## src/rtl/dpd_pkg.sv

```systemverilog
package dpd_pkg;

  // Frame layout: id byte, two skipped 64-bit words, magic, 16-bit length.
  localparam int MAGIC_BYTES = 16;
  localparam int MAGIC_START = 17;
  localparam int LEN_START   = MAGIC_START + MAGIC_BYTES;
  localparam int HEADER_END  = LEN_START + 2;
  localparam int KEPT_LENGTHS = 9;
  localparam int MIN_FIELDS   = 6;
  localparam int TAG_LEN      = 4;
  localparam int SEEN_CAP     = 16;

  localparam logic [7:0] ID_BYTE   = 8'h1c;
  localparam logic [7:0] SEP_CHAR  = 8'h3b;
  localparam logic [7:0] ESC_CHAR  = 8'h5c;
  localparam logic [7:0] DIGIT_LO  = 8'h30;
  localparam logic [7:0] DIGIT_HI  = 8'h39;
  localparam logic [31:0] ACC_LIMIT = 32'd429496729;
  localparam logic [3:0]  LAST_DIGIT_MAX = 4'd5;

  // Expected text of field 0.
  localparam logic [7:0] TAG_TEXT [TAG_LEN] = '{8'h4d, 8'h43, 8'h50, 8'h45};

  // Configuration register indexes.
  localparam logic [1:0] REG_FRAME_MODE = 2'd0;
  localparam logic [1:0] REG_MAGIC_HIGH = 2'd1;
  localparam logic [1:0] REG_MAGIC_LOW  = 2'd2;

  localparam logic [63:0] MAGIC_HIGH_RESET = 64'd72056498804555518;
  localparam logic [63:0] MAGIC_LOW_RESET  = 64'd18302063728033398392;

  // Result status codes.
  localparam logic [2:0] ST_OK        = 3'd0;
  localparam logic [2:0] ST_INVALID   = 3'd1;
  localparam logic [2:0] ST_OVERFLOW  = 3'd2;
  localparam logic [2:0] ST_TOO_LONG  = 3'd3;
  localparam logic [2:0] ST_TRUNCATED = 3'd4;

  // Number parse error codes (match the status codes they become).
  localparam logic [1:0] NUM_OK       = 2'd0;
  localparam logic [1:0] NUM_INVALID  = 2'd1;
  localparam logic [1:0] NUM_OVERFLOW = 2'd2;

  localparam logic KIND_CHAR    = 1'b0;
  localparam logic KIND_SUMMARY = 1'b1;

  // One queued operation: an optional character beat and an optional summary beat.
  typedef struct packed {
    logic        has_char;
    logic [3:0]  char_field;
    logic [7:0]  char_byte;
    logic        has_sum;
    logic [2:0]  status;
    logic [31:0] num_a;
    logic [31:0] num_b;
    logic [31:0] num_c;
    logic [4:0]  seen;
  } op_t;

endpackage

```

## src/rtl/discovery_pong_decoder_unit.sv

```systemverilog
// Discovery pong decoder.
// Input channel (in_valid/in_ready): one beat per received byte, with
// end_of_message set on the final byte. Output channel (out_valid/out_ready):
// character beats (item_kind 0) for each kept field character, and one
// summary beat (item_kind 1, final_flag 1) per message with status and numbers.
// Configuration is a plain write port (cfg_we, cfg_index, cfg_data): frame
// mode and the two halves of the expected magic; write it only while idle.
// Throughput is one byte per cycle while the queue has room. A byte that yields
// a character and closes the message produces two beats from one queue entry:
// the character beat, then the summary beat held in the output stage. An
// accepted byte is decoded into the queue, then moved into the output register.
// Reset clears all message state, sets frame mode and the default magic, and
// empties the queue and output register.
// When the receiver stalls, the output register holds its beat, the queue
// fills, and in_ready drops once both queue entries are taken.
module discovery_pong_decoder_unit import dpd_pkg::*; #(
  parameter int FIELD_BYTES   = 64,
  parameter int MAX_FIELDS    = 16,
  parameter int NAME_BYTES    = 64,
  parameter int VERSION_BYTES = 32
) (
  input  logic        clk,
  input  logic        rst,
  input  logic        cfg_we,
  input  logic [1:0]  cfg_index,
  input  logic [63:0] cfg_data,
  input  logic        in_valid,
  output logic        in_ready,
  input  logic [7:0]  data_byte,
  input  logic        end_of_message,
  output logic        out_valid,
  input  logic        out_ready,
  output logic        item_kind,
  output logic [3:0]  field_number,
  output logic [7:0]  field_char,
  output logic [2:0]  status,
  output logic [31:0] protocol_number,
  output logic [31:0] players_now,
  output logic [31:0] players_max,
  output logic [4:0]  fields_seen,
  output logic        final_flag
);

  logic q_full, q_push, q_pop, q_empty;
  op_t  push_op, head_op;

  dpd_front #(
    .FIELD_BYTES(FIELD_BYTES), .MAX_FIELDS(MAX_FIELDS),
    .NAME_BYTES(NAME_BYTES), .VERSION_BYTES(VERSION_BYTES)
  ) u_front (
    .clk, .rst, .cfg_we, .cfg_index, .cfg_data, .in_valid, .in_ready,
    .data_byte, .end_of_message, .q_full, .q_push, .q_op(push_op)
  );

  dpd_queue u_queue (
    .clk, .rst, .push(q_push), .push_op, .full(q_full),
    .pop(q_pop), .empty(q_empty), .head(head_op)
  );

  dpd_back u_back (
    .clk, .rst, .q_empty, .q_head(head_op), .q_pop, .out_valid, .out_ready,
    .item_kind, .field_number, .field_char, .status, .protocol_number,
    .players_now, .players_max, .fields_seen, .final_flag
  );

`ifndef SYNTHESIS
  a_char_clean: assert property (@(posedge clk) disable iff (rst)
    out_valid && item_kind == KIND_CHAR |-> !final_flag && status == ST_OK)
    else $error("character beat carries summary content");
  a_fail_zero: assert property (@(posedge clk) disable iff (rst)
    out_valid && item_kind == KIND_SUMMARY && status != ST_OK |->
      protocol_number == '0 && players_now == '0 && players_max == '0)
    else $error("failed summary carries numbers");
  a_seen_cap: assert property (@(posedge clk) disable iff (rst)
    out_valid && item_kind == KIND_SUMMARY |-> fields_seen <= 5'd16 && final_flag)
    else $error("summary beat malformed");
`endif

endmodule

```

## src/rtl/dpd_front.sv

```systemverilog
module dpd_front import dpd_pkg::*; #(
  parameter int FIELD_BYTES   = 64,
  parameter int MAX_FIELDS    = 16,
  parameter int NAME_BYTES    = 64,
  parameter int VERSION_BYTES = 32
) (
  input  logic        clk,
  input  logic        rst,
  input  logic        cfg_we,
  input  logic [1:0]  cfg_index,
  input  logic [63:0] cfg_data,
  input  logic        in_valid,
  output logic        in_ready,
  input  logic [7:0]  data_byte,
  input  logic        end_of_message,
  input  logic        q_full,
  output logic        q_push,
  output op_t         q_op
);

  localparam int FW = $clog2(FIELD_BYTES);
  localparam int XW = $clog2(MAX_FIELDS + 1);

  logic          frame_mode;
  logic [127:0]  magic;
  logic          esc, esc_next;
  logic [XW-1:0] fi, fi_next;
  logic [FW-1:0] chars, chars_next;
  logic [FW-1:0] closed [KEPT_LENGTHS];
  logic [FW-1:0] closed_next [KEPT_LENGTHS];
  logic          hm, hm_next;
  logic [31:0]   acc [3];
  logic [31:0]   acc_next [3];
  logic [1:0]    err [3];
  logic [1:0]    err_next [3];
  logic [5:0]    cnt, cnt_next;
  logic          mis, mis_next;
  logic          inv, inv_next;
  logic [15:0]   left, left_next;
  op_t           op;
  logic          accept;

  assign in_ready = !q_full;
  assign accept   = in_valid && in_ready;
  assign q_push   = accept && (op.has_char || op.has_sum);
  assign q_op     = op;

  // Per-byte decode: header checks, text split, number parse and end-of-message summary.
  always_comb begin
    logic       do_text;
    logic       store;
    logic       close;
    logic [3:0] mk;
    logic [1:0] slot;
    logic       slot_ok;
    logic [3:0] dig;
    logic       bad;
    esc_next = esc; fi_next = fi; chars_next = chars; closed_next = closed;
    hm_next = hm; acc_next = acc; err_next = err; cnt_next = cnt;
    mis_next = mis; inv_next = inv; left_next = left;
    op = '0; do_text = 1'b0; store = 1'b0; close = 1'b0;
    mk = 4'(32'(cnt) - MAGIC_START);
    slot = 2'd0; slot_ok = 1'b0; dig = data_byte[3:0]; bad = 1'b0;

    // Frame header walk.
    if (frame_mode) begin
      if (!inv) begin
        if (32'(cnt) < HEADER_END) begin
          if (cnt == '0) begin
            if (data_byte != ID_BYTE) inv_next = 1'b1;
          end else if (32'(cnt) >= MAGIC_START && 32'(cnt) < LEN_START) begin
            if (data_byte != magic[(4'd15 - mk) * 8 +: 8]) mis_next = 1'b1;
            if (32'(cnt) == LEN_START - 1 && mis_next) inv_next = 1'b1;
          end else if (32'(cnt) == LEN_START) begin
            left_next = {data_byte, 8'h00};
          end else if (32'(cnt) == LEN_START + 1) begin
            left_next = {left[15:8], data_byte};
            if (left_next == '0) inv_next = 1'b1;
          end
          cnt_next = cnt + 6'd1;
        end else if (left == '0) begin
          inv_next = 1'b1;
        end else begin
          left_next = left - 16'd1;
          do_text = 1'b1;
        end
      end
    end else begin
      do_text = 1'b1;
    end

    // Escape and separator handling.
    if (do_text) begin
      if (esc) begin
        esc_next = 1'b0;
        store = 1'b1;
      end else if (data_byte == ESC_CHAR) begin
        esc_next = 1'b1;
      end else if (data_byte == SEP_CHAR) begin
        close = 1'b1;
      end else begin
        store = 1'b1;
      end
    end

    // Store one character into the open field.
    if (store && 32'(fi) < MAX_FIELDS && 32'(chars) + 1 < FIELD_BYTES) begin
      if (fi == '0 && 32'(chars) < TAG_LEN && data_byte != TAG_TEXT[2'(chars)])
        hm_next = 1'b0;
      if (fi == XW'(2)) begin
        slot = 2'd0; slot_ok = 1'b1;
      end else if (fi == XW'(4)) begin
        slot = 2'd1; slot_ok = 1'b1;
      end else if (fi == XW'(5)) begin
        slot = 2'd2; slot_ok = 1'b1;
      end
      if (slot_ok && err[slot] == NUM_OK) begin
        if (data_byte < DIGIT_LO || data_byte > DIGIT_HI) begin
          err_next[slot] = NUM_INVALID;
        end else if (acc[slot] > ACC_LIMIT ||
                     (acc[slot] == ACC_LIMIT && dig > LAST_DIGIT_MAX)) begin
          err_next[slot] = NUM_OVERFLOW;
        end else begin
          acc_next[slot] = (acc[slot] << 3) + (acc[slot] << 1) + 32'(dig);
        end
      end
      op.has_char   = 1'b1;
      op.char_field = 4'(fi);
      op.char_byte  = data_byte;
      chars_next    = chars + FW'(1);
    end

    // Close the open field.
    if (close) begin
      if (32'(fi) < MAX_FIELDS) begin
        if (32'(fi) < KEPT_LENGTHS) closed_next[4'(fi)] = chars;
        fi_next = fi + XW'(1);
      end
      chars_next = '0;
    end

    // End of message: judge and summarize, then clear.
    if (end_of_message) begin
      op.has_sum = 1'b1;
      if (frame_mode && inv_next) begin
        op.status = ST_INVALID;
      end else if (frame_mode && (32'(cnt_next) < HEADER_END || left_next != '0)) begin
        op.status = ST_TRUNCATED;
      end else if (esc_next) begin
        op.status = ST_INVALID;
      end else begin
        if (32'(fi_next) < MAX_FIELDS) begin
          if (32'(fi_next) < KEPT_LENGTHS) closed_next[4'(fi_next)] = chars_next;
          fi_next = fi_next + XW'(1);
        end
        for (int i = 1; i <= 5; i++) if (closed_next[i] == '0) bad = 1'b1;
        if (32'(fi_next) < MIN_FIELDS || 32'(closed_next[0]) != TAG_LEN || !hm_next || bad)
          op.status = ST_INVALID;
        else if (err_next[0] != NUM_OK) op.status = {1'b0, err_next[0]};
        else if (err_next[1] != NUM_OK) op.status = {1'b0, err_next[1]};
        else if (err_next[2] != NUM_OK) op.status = {1'b0, err_next[2]};
        else if (32'(closed_next[1]) >= NAME_BYTES ||
                 32'(closed_next[3]) >= VERSION_BYTES)
          op.status = ST_TOO_LONG;
        else op.status = ST_OK;
      end
      op.seen = (32'(fi_next) > SEEN_CAP) ? 5'(SEEN_CAP) : 5'(fi_next);
      if (op.status == ST_OK) begin
        op.num_a = acc_next[0];
        op.num_b = acc_next[1];
        op.num_c = acc_next[2];
      end
      esc_next = 1'b0; fi_next = '0; chars_next = '0; hm_next = 1'b1;
      cnt_next = '0; mis_next = 1'b0; inv_next = 1'b0; left_next = '0;
      for (int i = 0; i < KEPT_LENGTHS; i++) closed_next[i] = '0;
      for (int i = 0; i < 3; i++) begin
        acc_next[i] = '0;
        err_next[i] = NUM_OK;
      end
    end
  end

  // Configuration and message state.
  always_ff @(posedge clk) begin
    if (rst) begin
      frame_mode <= 1'b1;
      magic <= {MAGIC_HIGH_RESET, MAGIC_LOW_RESET};
      esc <= 1'b0; fi <= '0; chars <= '0; hm <= 1'b1;
      cnt <= '0; mis <= 1'b0; inv <= 1'b0; left <= '0;
      for (int i = 0; i < KEPT_LENGTHS; i++) closed[i] <= '0;
      for (int i = 0; i < 3; i++) begin
        acc[i] <= '0;
        err[i] <= NUM_OK;
      end
    end else begin
      if (cfg_we) begin
        case (cfg_index)
          REG_FRAME_MODE: frame_mode <= cfg_data[0];
          REG_MAGIC_HIGH: magic[127:64] <= cfg_data;
          REG_MAGIC_LOW:  magic[63:0] <= cfg_data;
          default: ;
        endcase
      end
      if (accept) begin
        esc <= esc_next; fi <= fi_next; chars <= chars_next; closed <= closed_next;
        hm <= hm_next; acc <= acc_next; err <= err_next; cnt <= cnt_next;
        mis <= mis_next; inv <= inv_next; left <= left_next;
      end
    end
  end

endmodule

```

## src/rtl/dpd_queue.sv

```systemverilog
module dpd_queue import dpd_pkg::*; (
  input  logic clk,
  input  logic rst,
  input  logic push,
  input  op_t  push_op,
  output logic full,
  input  logic pop,
  output logic empty,
  output op_t  head
);

  op_t        mem [2];
  logic       wptr;
  logic       rptr;
  logic [1:0] count;

  assign full  = count == 2'd2;
  assign empty = count == 2'd0;
  assign head  = mem[rptr];

  // Two-entry ring of operations between decode and output.
  always_ff @(posedge clk) begin
    if (rst) begin
      wptr <= 1'b0;
      rptr <= 1'b0;
      count <= 2'd0;
    end else begin
      if (push) begin
        mem[wptr] <= push_op;
        wptr <= !wptr;
      end
      if (pop) rptr <= !rptr;
      count <= count + {1'b0, push} - {1'b0, pop};
    end
  end

endmodule

```

## src/rtl/dpd_back.sv

```systemverilog
module dpd_back import dpd_pkg::*; (
  input  logic        clk,
  input  logic        rst,
  input  logic        q_empty,
  input  op_t         q_head,
  output logic        q_pop,
  output logic        out_valid,
  input  logic        out_ready,
  output logic        item_kind,
  output logic [3:0]  field_number,
  output logic [7:0]  field_char,
  output logic [2:0]  status,
  output logic [31:0] protocol_number,
  output logic [31:0] players_now,
  output logic [31:0] players_max,
  output logic [4:0]  fields_seen,
  output logic        final_flag
);

  logic sum_pend;
  op_t  held;
  logic slot_free;

  assign slot_free = !out_valid || out_ready;
  assign q_pop     = slot_free && !sum_pend && !q_empty;

  // Output register: a character beat, then a held summary beat if one follows, or a summary beat alone.
  always_ff @(posedge clk) begin
    if (rst) begin
      out_valid <= 1'b0;
      sum_pend  <= 1'b0;
    end else if (slot_free) begin
      out_valid <= 1'b0;
      if (sum_pend) begin
        sum_pend <= 1'b0;
        out_valid <= 1'b1;
        item_kind <= KIND_SUMMARY;
        field_number <= '0; field_char <= '0;
        status <= held.status; protocol_number <= held.num_a;
        players_now <= held.num_b; players_max <= held.num_c;
        fields_seen <= held.seen; final_flag <= 1'b1;
      end else if (!q_empty) begin
        if (q_head.has_char) begin
          out_valid <= 1'b1;
          item_kind <= KIND_CHAR;
          field_number <= q_head.char_field; field_char <= q_head.char_byte;
          status <= ST_OK; protocol_number <= '0; players_now <= '0;
          players_max <= '0; fields_seen <= '0; final_flag <= 1'b0;
          sum_pend <= q_head.has_sum;
          held <= q_head;
        end else if (q_head.has_sum) begin
          out_valid <= 1'b1;
          item_kind <= KIND_SUMMARY;
          field_number <= '0; field_char <= '0;
          status <= q_head.status; protocol_number <= q_head.num_a;
          players_now <= q_head.num_b; players_max <= q_head.num_c;
          fields_seen <= q_head.seen; final_flag <= 1'b1;
        end
      end
    end
  end

endmodule
```

## config.mk

```make
export PLATFORM = sky130hd
export DESIGN_NAME = discovery_pong_decoder_unit
export DESIGN_NICKNAME = d
export VERILOG_FILES = /design/src/rtl/dpd_pkg.sv /design/src/rtl/discovery_pong_decoder_unit.sv /design/src/rtl/dpd_front.sv /design/src/rtl/dpd_queue.sv /design/src/rtl/dpd_back.sv
export SDC_FILE = /design/constraint.sdc
export NUM_CORES = 2
export LEC_CHECK = 0
export BUFFER_PORTS_ARGS = -buffer_cell sky130_fd_sc_hd__buf_2
export CAP_MARGIN = 20
export CORE_UTILIZATION = 55
export DETAILED_ROUTE_END_ITERATION = 6
export GPL_TIMING_DRIVEN = 1
export PLACE_DENSITY = 0.73
export SKIP_LAST_GASP = 1
export SYNTH_ARGS = -nofsm -noshare
export SYNTH_HDL_FRONTEND = slang
export SYNTH_SLANG_ARGS = --single-unit
```

## constraint.sdc

```tcl
create_clock -name clk -period 15.65 [get_ports clk]
set_input_delay 2.3475 -clock clk [delete_from_list [all_inputs] [get_ports clk]]
set_output_delay 2.3475 -clock clk [all_outputs]
set_load 0.02 [all_outputs]
```

==> qor.yml <==
sta:
  clock_skew_ps: 38.3
  relSlewSlack_pct: 20.5
  rsz0062_at_grt: "false"
  fin_crit_sh_pct: 46.0
  setup_violations: 0
  drv_slew: 0
  tightest_slew_ps: 1190
  timing.fmax_ghz: 0.139
  finalSetupTns_ps: 0
  hold_viol: 0
  period_minus_slack_ps: 7200
  whs_ps: 452
synthesis:
  synth-edff-count: 457
  avgSynthCellArea_um2: 10.2
  synth_cell_type_count: 96
  synth_flop_cell: "edfxtp_1"
  ys_ff_latch: 768
  synth-async-reset-ratio_pct: 0
  synth.area.top_cells: "edfxtp_1 38%, dfxtp_1 17%, nand2_1 7.4%"
  seq_area_frac_synth_pct: 55.0
  synth_top_area_cell: "edfxtp_1"
  synth_nets: 3722
  synthDominantCellAreaShare_pct: 37.9
  yosys_warnings: 0
  synthesis.area_um2: 36200
  syn_inst: 3562
floorplan:
  initial_core_util_pct: 55.9
  core_um2: 64800
  dieWidth_um: 259
  die_area_um2: 66900
  io_pins: 200
  num_rows: 93
  die_height_um: 259
global_routing:
  grt_pass1_vias: 25800
  grt_max_degree: 95
  antenna_found_initial: 0
  grtUsageTotal_pct: 28.2
  gr-total-overflow: 0
  grt_pass1_wl_um: 147000
setup_path:
  rr_startpoint: "u_front.fi[0]$_SDFFE_PP0P_"
  r2r_setup_slack_ps: 8680
  cp_data_arrival_time_ps: 7630
  cp.required_ps: 16080
  cp-start-kind: "input pin"
  critical_path_class: "in -> reg"
  crit_fanout: 70
  reg2reg_depth: 20
  r2r-end: "u_queue.mem[1][100]$_DFFE_PP_"
  crit_path_end_kind: "register"
clock_tree:
  cts_tree: "yes"
  clk_latency_ps: 640
  cts_resized: 0
  path_clk_slew_ps: 60
  numClockSinks: 768
  htree_levels: 3
  ctsHoldBuffers: 0
  cts_inserted_buffers: 79
  cts_setup_buffers: 0
  clk_path_buf_depth: 3
  clockRootBuffer: "clkbuf_16"
final_layout:
  nets: 3813
  syn2layout_area_growth_pct: 11.6
  drive_gt1_share_pct: 15.4
  layout_common_cells: "714 x nand2_1, 457 x edfxtp_1, 366 x nor2_1"
  multiInputGateArea_um2: 15300
  register_area_um2: 20000
  insertedDiodeCount: 0
  final_common_cell: "nand2_1"
  nFillCells: 5242
job:
  drv_cap: 0
min_path:
  hold_depth: 2
  min_from: "u_front.magic[120]$_SDFFE_PP0P_"
  hold_end: "u_front.magic[120]$_SDFFE_PP0P_"
  hold_path_class: "reg -> reg"
route:
  routed_wl_um: 94900
  routed_via_density: 6.05
  dr.pass1.iters: 6
  wl_per_cell_um: 20.8
  drcViolationCount: 0
  dr_total_vias: 27600
  ant_nets: 0
  drt_iter0_drc: 3409
placement:
  gp_congestion: 0.978
  dp_hpwl_um: 63300
  port_buffers: 199
run_status:
  status: "finished, final reports clean"
power_and_ir_drop:
  leakage_nw: 14.6
  ir_drop_mv: 0.100
  power.density_nw_per_um2: 127
[cell usage after synthesis, types with 29 or more instances]
master    number
edfxtp_1     457
nand3_1      134
o21ai_0      172
mux4_2        33
buf_2         30
a21oi_1      154
a22oi_1      146
ha_1          78
mux2_2       115
mux2i_1       63
clkbuf_1     178
inv_1         41
dfxtp_1      311
xnor2_1       37
nor4_1        29
nor3_1        55
nor2_1       368
a31oi_1       44
nand2_1      714
[metal layers]
metal / vias to the layer above / part of all wire, % / track usage, % / wire [µm]
li1: 13100 / - / - / -
met1: 13300 / 45 / 40.9 / 42300
met2: 1147 / 44 / 42.3 / 42100
met3: 145 / 8.6 / 6.02 / 8200
met4: 0 / 2.6 / 8.58 / 2420
met5: - / 0 / 0 / 0
[area by class of cell]
| class | count | share of cell area (%) |
|---|---|---|
| clock buffer | 102 | 5.18 |
| sequential | 768 | 49.3 |
| multi-input combinational | 2510 | 37.7 |
| clock inverter | 43 | 1.25 |
| inverter | 47 | 0.439 |
| timing repair buffer | 247 | 3.40 |
| tap | 855 | 2.65 |
[where the power goes]
part / internal (W) / leakage [nW] / switching (W)
clock: 0.00108 / 1.25 / 0.000807
sequential: 0.00236 / 6.71 / 0.0000723
combinational: 0.000290 / 6.60 / 0.000532
[flip-flops by register name, summed over array words and instances, names as in the netlist, 8 cells and up, named ones only]
register                count
u_back.players_max         32
u_front.left               16
u_front.acc                96
u_queue.mem               236
u_front.closed             36
u_back.held               104
u_back.players_now         32
u_back.protocol_number     32
u_front.magic             128
u_back.field_char           8
[critical path, cell delays in order]
cell	delay [ps]
buf_2	240
nand4bb_1	220
nor4_1	640
o211ai_1	180
buf_4	250
nor2_1	270
mux2i_1	380
inv_1	150
ha_1	350
o21a_1	200
a221oi_1	300
o311ai_1	180
a311oi_2	370
o2111ai_4	560
buf_4	580
a211oi_1	360
[how the worst max path moves through the flow]
stage	start	to	slack (ps)	cells after the start
after floorplan	data_byte[3]	u_queue.mem[0][0]$_DFFE_PP_	2940	10
after global placement	data_byte[4]	u_queue.mem[0][34]$_DFFE_PP_	8110	16
after detailed placement	data_byte[4]	u_queue.mem[0][8]$_DFFE_PP_	7890	16
after CTS	data_byte[4]	u_queue.mem[1][8]$_DFFE_PP_	8540	16
after global routing	data_byte[4]	u_queue.mem[0][8]$_DFFE_PP_	8050	16
final	data_byte[4]	u_queue.mem[0][8]$_DFFE_PP_	8450	16
[logic make-up (layout without fill, tap and decap cells)]
logic type,after synthesis,after routing,share of synthesized area [%]
AND/OR/NAND/NOR,1455,1455,17.5
flip-flops,768,768,55.0
AO/OA/AOI/OAI,698,698,12.5
buffers and inverters,284,439,3.16
multiplexers,213,213,7.43
adder cells (fa/ha/maj),80,80,2.80
XOR/XNOR,64,64,1.55
[through the flow]
stage | setup slack (ps) | util [%] | power [W] | std cells | area, µm²
floorplan | 2940 | - | 0.00304 | 3562 | 36200
global placement | 8110 | 58.3 | 0.00328 | 4425 | 37800
detailed placement | 7890 | 58.4 | 0.00329 | 4426 | 37800
CTS | 8540 | 62.4 | 0.00516 | 4571 | 40400
global route | 8050 | 62.4 | 0.00532 | 4572 | 40400
finish | 8450 | 62.4 | 0.00513 | 4572 | 40400
(Power assumes the default switching activity.)
